`src/rmld_pkg.sv`:
```
package rmld_pkg;

    // Field widths
    localparam int unsigned ModeW   = 4;
    localparam int unsigned DriveW  = 2;
    localparam int unsigned AccelW  = 16;
    localparam int unsigned LimitW  = 15;
    localparam int unsigned LightW  = 16;
    localparam int unsigned CfgIdxW = 2;
    localparam int unsigned CfgDatW = 16;

    // Mode codes
    localparam logic [ModeW-1:0] M_PAUSE       = 4'd0;
    localparam logic [ModeW-1:0] M_NORMAL      = 4'd1;
    localparam logic [ModeW-1:0] M_RISE        = 4'd2;
    localparam logic [ModeW-1:0] M_SETTLE_UP   = 4'd3;
    localparam logic [ModeW-1:0] M_FALL        = 4'd4;
    localparam logic [ModeW-1:0] M_LIFTED      = 4'd5;
    localparam logic [ModeW-1:0] M_LOWER       = 4'd6;
    localparam logic [ModeW-1:0] M_SETTLE_DOWN = 4'd7;
    localparam logic [ModeW-1:0] M_STOP_LOWER  = 4'd8;
    localparam logic [ModeW-1:0] M_STOP        = 4'd9;
    localparam logic [ModeW-1:0] M_SLOW        = 4'd10;

    // Drive levels in halves
    localparam logic [DriveW-1:0] DRIVE_ZERO = 2'd0;
    localparam logic [DriveW-1:0] DRIVE_HALF = 2'd1;
    localparam logic [DriveW-1:0] DRIVE_FULL = 2'd2;

    // Configuration register indexes
    localparam logic [CfgIdxW-1:0] CFG_ACCEL_LIMIT = 2'd0;
    localparam logic [CfgIdxW-1:0] CFG_DARK_LEVEL  = 2'd1;
    localparam logic [CfgIdxW-1:0] CFG_DIM_LEVEL   = 2'd2;

    // Reset values
    localparam logic [LimitW-1:0] ACCEL_LIMIT_RST = 15'd1000;
    localparam logic [LightW-1:0] DARK_LEVEL_RST  = 16'd1000;
    localparam logic [LightW-1:0] DIM_LEVEL_RST   = 16'd4000;

    typedef struct packed {
        logic                     start_pressed;
        logic                     pause_pressed;
        logic signed [AccelW-1:0] accel_vertical;
        logic                     bumped;
        logic [LightW-1:0]        light_level;
    } t_in_item;

    typedef struct packed {
        logic [ModeW-1:0]  mode;
        logic [DriveW-1:0] drive_halves;
    } t_out_item;

    typedef struct packed {
        logic [CfgIdxW-1:0] index;
        logic [CfgDatW-1:0] data;
    } t_cfg_write;

    typedef struct packed {
        logic [LimitW-1:0] accel_limit;
        logic [LightW-1:0] dark_level;
        logic [LightW-1:0] dim_level;
    } t_cfg_regs;

    function automatic logic [DriveW-1:0] drive_of(input logic [ModeW-1:0] mode);
        logic [DriveW-1:0] d;
        d = DRIVE_ZERO;
        if (mode == M_NORMAL) begin
            d = DRIVE_FULL;
        end else if (mode == M_SLOW) begin
            d = DRIVE_HALF;
        end
        return d;
    endfunction

endpackage

```
`src/rmld_next.sv`:
```
// Next-mode decision for one sensor snapshot.
module rmld_next
    import rmld_pkg::*;
(
    input  logic [ModeW-1:0]  i_mode,
    input  t_in_item          i_item,
    input  t_cfg_regs         i_cfg,
    output logic [ModeW-1:0]  o_next_mode
);

    logic signed [AccelW:0] acc_ext;
    logic signed [AccelW:0] lim_pos;
    logic signed [AccelW:0] lim_neg;
    logic                   up;
    logic                   down;
    logic                   settled;
    logic [ModeW-1:0]       drive_nx;

    assign acc_ext = {i_item.accel_vertical[AccelW-1], i_item.accel_vertical};
    assign lim_pos = $signed({2'b00, i_cfg.accel_limit});
    assign lim_neg = -lim_pos;
    assign up      = acc_ext > lim_pos;
    assign down    = acc_ext < lim_neg;
    assign settled = !up && !down;

    always_comb begin
        if (up) begin
            drive_nx = M_RISE;
        end else if (i_item.bumped || (i_item.light_level < i_cfg.dark_level)) begin
            drive_nx = M_STOP;
        end else if (i_item.light_level < i_cfg.dim_level) begin
            drive_nx = M_SLOW;
        end else begin
            drive_nx = M_NORMAL;
        end
    end

    always_comb begin
        o_next_mode = i_mode;
        if (i_mode == M_PAUSE || i_mode > M_SLOW) begin
            o_next_mode = i_item.start_pressed ? M_NORMAL : M_PAUSE;
        end else if (i_item.pause_pressed) begin
            o_next_mode = M_PAUSE;
        end else begin
            unique case (i_mode) inside
                M_NORMAL, M_STOP, M_SLOW: begin
                    o_next_mode = drive_nx;
                end
                M_RISE: begin
                    if (settled) o_next_mode = M_SETTLE_UP;
                end
                M_SETTLE_UP: begin
                    if (down) o_next_mode = M_FALL;
                    else if (up) o_next_mode = M_NORMAL;
                end
                M_FALL: begin
                    if (settled) o_next_mode = M_LIFTED;
                end
                M_LIFTED: begin
                    if (down) o_next_mode = M_LOWER;
                end
                M_LOWER: begin
                    if (settled) o_next_mode = M_SETTLE_DOWN;
                end
                M_SETTLE_DOWN: begin
                    if (up) o_next_mode = M_STOP_LOWER;
                    else if (down) o_next_mode = M_LIFTED;
                end
                M_STOP_LOWER: begin
                    if (settled) o_next_mode = M_NORMAL;
                end
                default: begin
                    o_next_mode = M_PAUSE;
                end
            endcase
        end
    end

endmodule

```
`config.mk`:
```
export PLATFORM = sky130hd
export DESIGN_NAME = rmld_next
export DESIGN_NICKNAME = d
export VERILOG_FILES = /design/src/rmld_pkg.sv /design/src/rmld_next.sv
export SDC_FILE = /design/constraint.sdc
export NUM_CORES = 1
export LEC_CHECK = 0
export BUFFER_PORTS_ARGS = -buffer_cell sky130_fd_sc_hd__clkbuf_2
export CAP_MARGIN = 20
export CORE_MARGIN = 3
export CORE_UTILIZATION = 55
export DETAILED_ROUTE_END_ITERATION = 12
export PLACE_DENSITY = 0.91
export SYNTH_ARGS = -nofsm -noshare
export SYNTH_HDL_FRONTEND = slang
export SYNTH_SLANG_ARGS = --single-unit
```
`constraint.sdc`:
```
create_clock -name vclk -period 16.15
set_input_delay 3.23 -clock vclk [all_inputs]
set_output_delay 3.23 -clock vclk [all_outputs]
set_load 0.02 [all_outputs]
```
==> qor.yml <==
yosys:
  synth_cells: 290
  netlist-cell-type-count: 47
  netlist_top_cells_area: "ha_1, inv_1, a21oi_1"
  synth_top_area_share_pct: 38.4
  synth_warnings: 0
  synth_fp_nets: 438
  syn_area_um2: 2020
  ys_seq_area_share_pct: 0
  avgSynthCellArea_um2: 6.97
  yosys.area.top_type: "ha_1"
power:
  clockPowerShare_pct: 0
  ir_drop_uv: 12.8
  p_comb_share_pct: 100.0
  p_per_area_nw_per_um2: 23.4
  p_sw_w: 0.0000314
  switching_share_pct: 53.4
  intPower_w: 0.0000274
  power_w: 0.0000588
  cellLeakagePower_nw: 1.45
  seq_power_share_pct: 0
detailed_routing:
  wl_per_cell_um: 11.8
  dr.pass1.iters: 4
  drt_drc_violations_left: 0
  vias: 2318
  viasPerCell: 5.49
  first_iter_violations: 90
  drtAntennaViolNets: 0
  postRouteWirelength_um: 4990
layout:
  clock_buffers: 0
  syn_to_final_growth_pct: 24.4
  layout-drive-gt1-share_pct: 26.6
  fin_area_um2: 2510
  multi_input_area_um2: 1810
  fin_nets: 526
  post-route-util_pct: 73.1
  nFlopsAndLatches: 0
  antenna_cells: 0
  seqCellArea_um2: 0
  n_fill_cell: 307
timing:
  slew_headroom_pct: 54.0
  max_freq_ghz: 0.0973
  rsz0062_at_grt: "no"
  fin_tns_setup_ps: 0
  finalHoldViolations: 0
  holdWs_ps: 6850
  setup_viol: 0
  min_period_over_period_pct: 63.6
  slew_viol_final: 0
  tightest_slew_ps: 683
  period_minus_slack_ps: 10280
status:
  status: "finished clean"
floorplanning:
  core_um2: 3440
  die_h_um: 66.6
  start_util_pct: 58.7
  die_w_um: 66.6
  num_rows: 21
  ioPinCount: 90
  die-area_um2: 4440
hold_path:
  min_path_cells: 3
  hold_class: "primary input to output port"
global_route:
  grt_max_degree: 17
  grt_pass1_wl_um: 8240
  track_usage_pct: 22.3
  overflow: 0
  antenna_found_initial: 0
  grt_pass1_vias: 2090
cts:
  cts_resized: 0
  postCtsHoldBufs: 0
  cts_setup_buffers: 0
critical_path:
  cp-end-kind: "output port"
  cp.arrival_ps: 7050
  critPathRequiredTime_ps: 12920
  cp_max_fo: 3
  crit_type: "primary input to output port"
  critPathLaunchType: "primary input"
run:
  drv_cap: 0
placement:
  globalplace.congestion: 0.890
  place_area_um2: 2510
  dp_hpwl_um: 4580
  port_buffers: 90
[cells in the mapped netlist, types with 2 or more instances]
library cell  instances
or3_4                 2
nor2b_1               6
clkbuf_1              4
nand3_1               9
nand4_1               7
o21ai_0              14
o31ai_1               3
o21a_1                2
nor4_1                4
nor2_1               11
or2_2                 2
xnor2_1              10
nand2b_1              2
a21o_1                4
a21oi_1              27
nor2_2                2
nand2_1              24
a22oi_1               3
ha_1                 62
inv_1                52
nor3_1                8
a211oi_1              4
o211ai_1              3
a2111oi_0             2
[through the flow]
step,worst slack (ps),std cells
finish,5870,422
global route,5490,422
CTS,5860,422
detailed placement,5870,422
global placement,6030,422
floorplan,5780,290
[layer usage]
metal / track usage [%] / share of wire (%)
met5: 0 / 0
met4: 3.05 / 0.96
met3: 0.337 / 4.8
met2: 40.5 / 48
met1: 29.7 / 46
[layout by cell type, fill, tap and decap left out, types with 2 or more instances in the layout]
cell / netlist / final
nand3_1: 9 / 9
nand4_1: 7 / 7
nor4_1: 4 / 4
inv_1: 52 / 52
nor2_2: 2 / 2
nor2b_1: 6 / 6
ha_1: 62 / 62
o21a_1: 2 / 2
or3_4: 2 / 2
a22oi_1: 3 / 3
o211ai_1: 3 / 3
a211oi_1: 4 / 4
xnor2_1: 10 / 10
clkbuf_2: 0 / 90
a21o_1: 4 / 4
a21oi_1: 27 / 27
or2_2: 2 / 2
o21ai_0: 14 / 14
nand2_1: 24 / 24
o31ai_1: 3 / 3
nor2_1: 11 / 11
nand2b_1: 2 / 2
a2111oi_0: 2 / 2
nor3_1: 8 / 8
[power groups by stage]
| stage | clock [W] | combinational (W) | sequential [W] |
|---|---|---|---|
| global placement | 0 | 0.0000563 | 0 |
| global route | 0 | 0.0000680 | 0 |
| floorplan | 0 | 0.0000357 | 0 |
| detailed placement | 0 | 0.0000584 | 0 |
| finish | 0 | 0.0000588 | 0 |
| CTS | 0 | 0.0000589 | 0 |
[worst max-delay path, cell delays in order]
cell       delay (ps)
clkbuf_2           90
inv_1              90
ha_1              220
nand4_2           150
or3_4             360
or3_4             350
or4_4             440
nor2_2            110
xnor2_1            70
ha_1              290
nand4_1           130
nor3_1            280
o311ai_1          180
and3_1            210
a2111oi_0         330
o21ai_0           150
a21oi_1           180
clkbuf_2          190
[kinds of logic after synthesis]
| kind of cell | count (synthesis) | share of synthesized area (%) |
|---|---|---|
| adders and majority gates | 62 | 38.4 |
| xor gates and xnor gates | 11 | 4.76 |
| muxes | 1 | 0.495 |
| and+or+nand+nor | 83 | 21.5 |
| buffers and inverters | 56 | 10.4 |
| AOI/OAI and AO/OA | 77 | 24.5 |
[final cells by class]
class	instances	area share, %
multi-input cells	234	72.0
inverters	52	7.76
well taps	46	2.29
repair buffers	90	17.9
[final timing paths]
kind	endpoint	start
hold / removal	o_next_mode[2]	i_item[33]
setup / recovery	o_next_mode[0]	i_cfg[33]
Note: power is estimated with default switching activity, not from simulation.
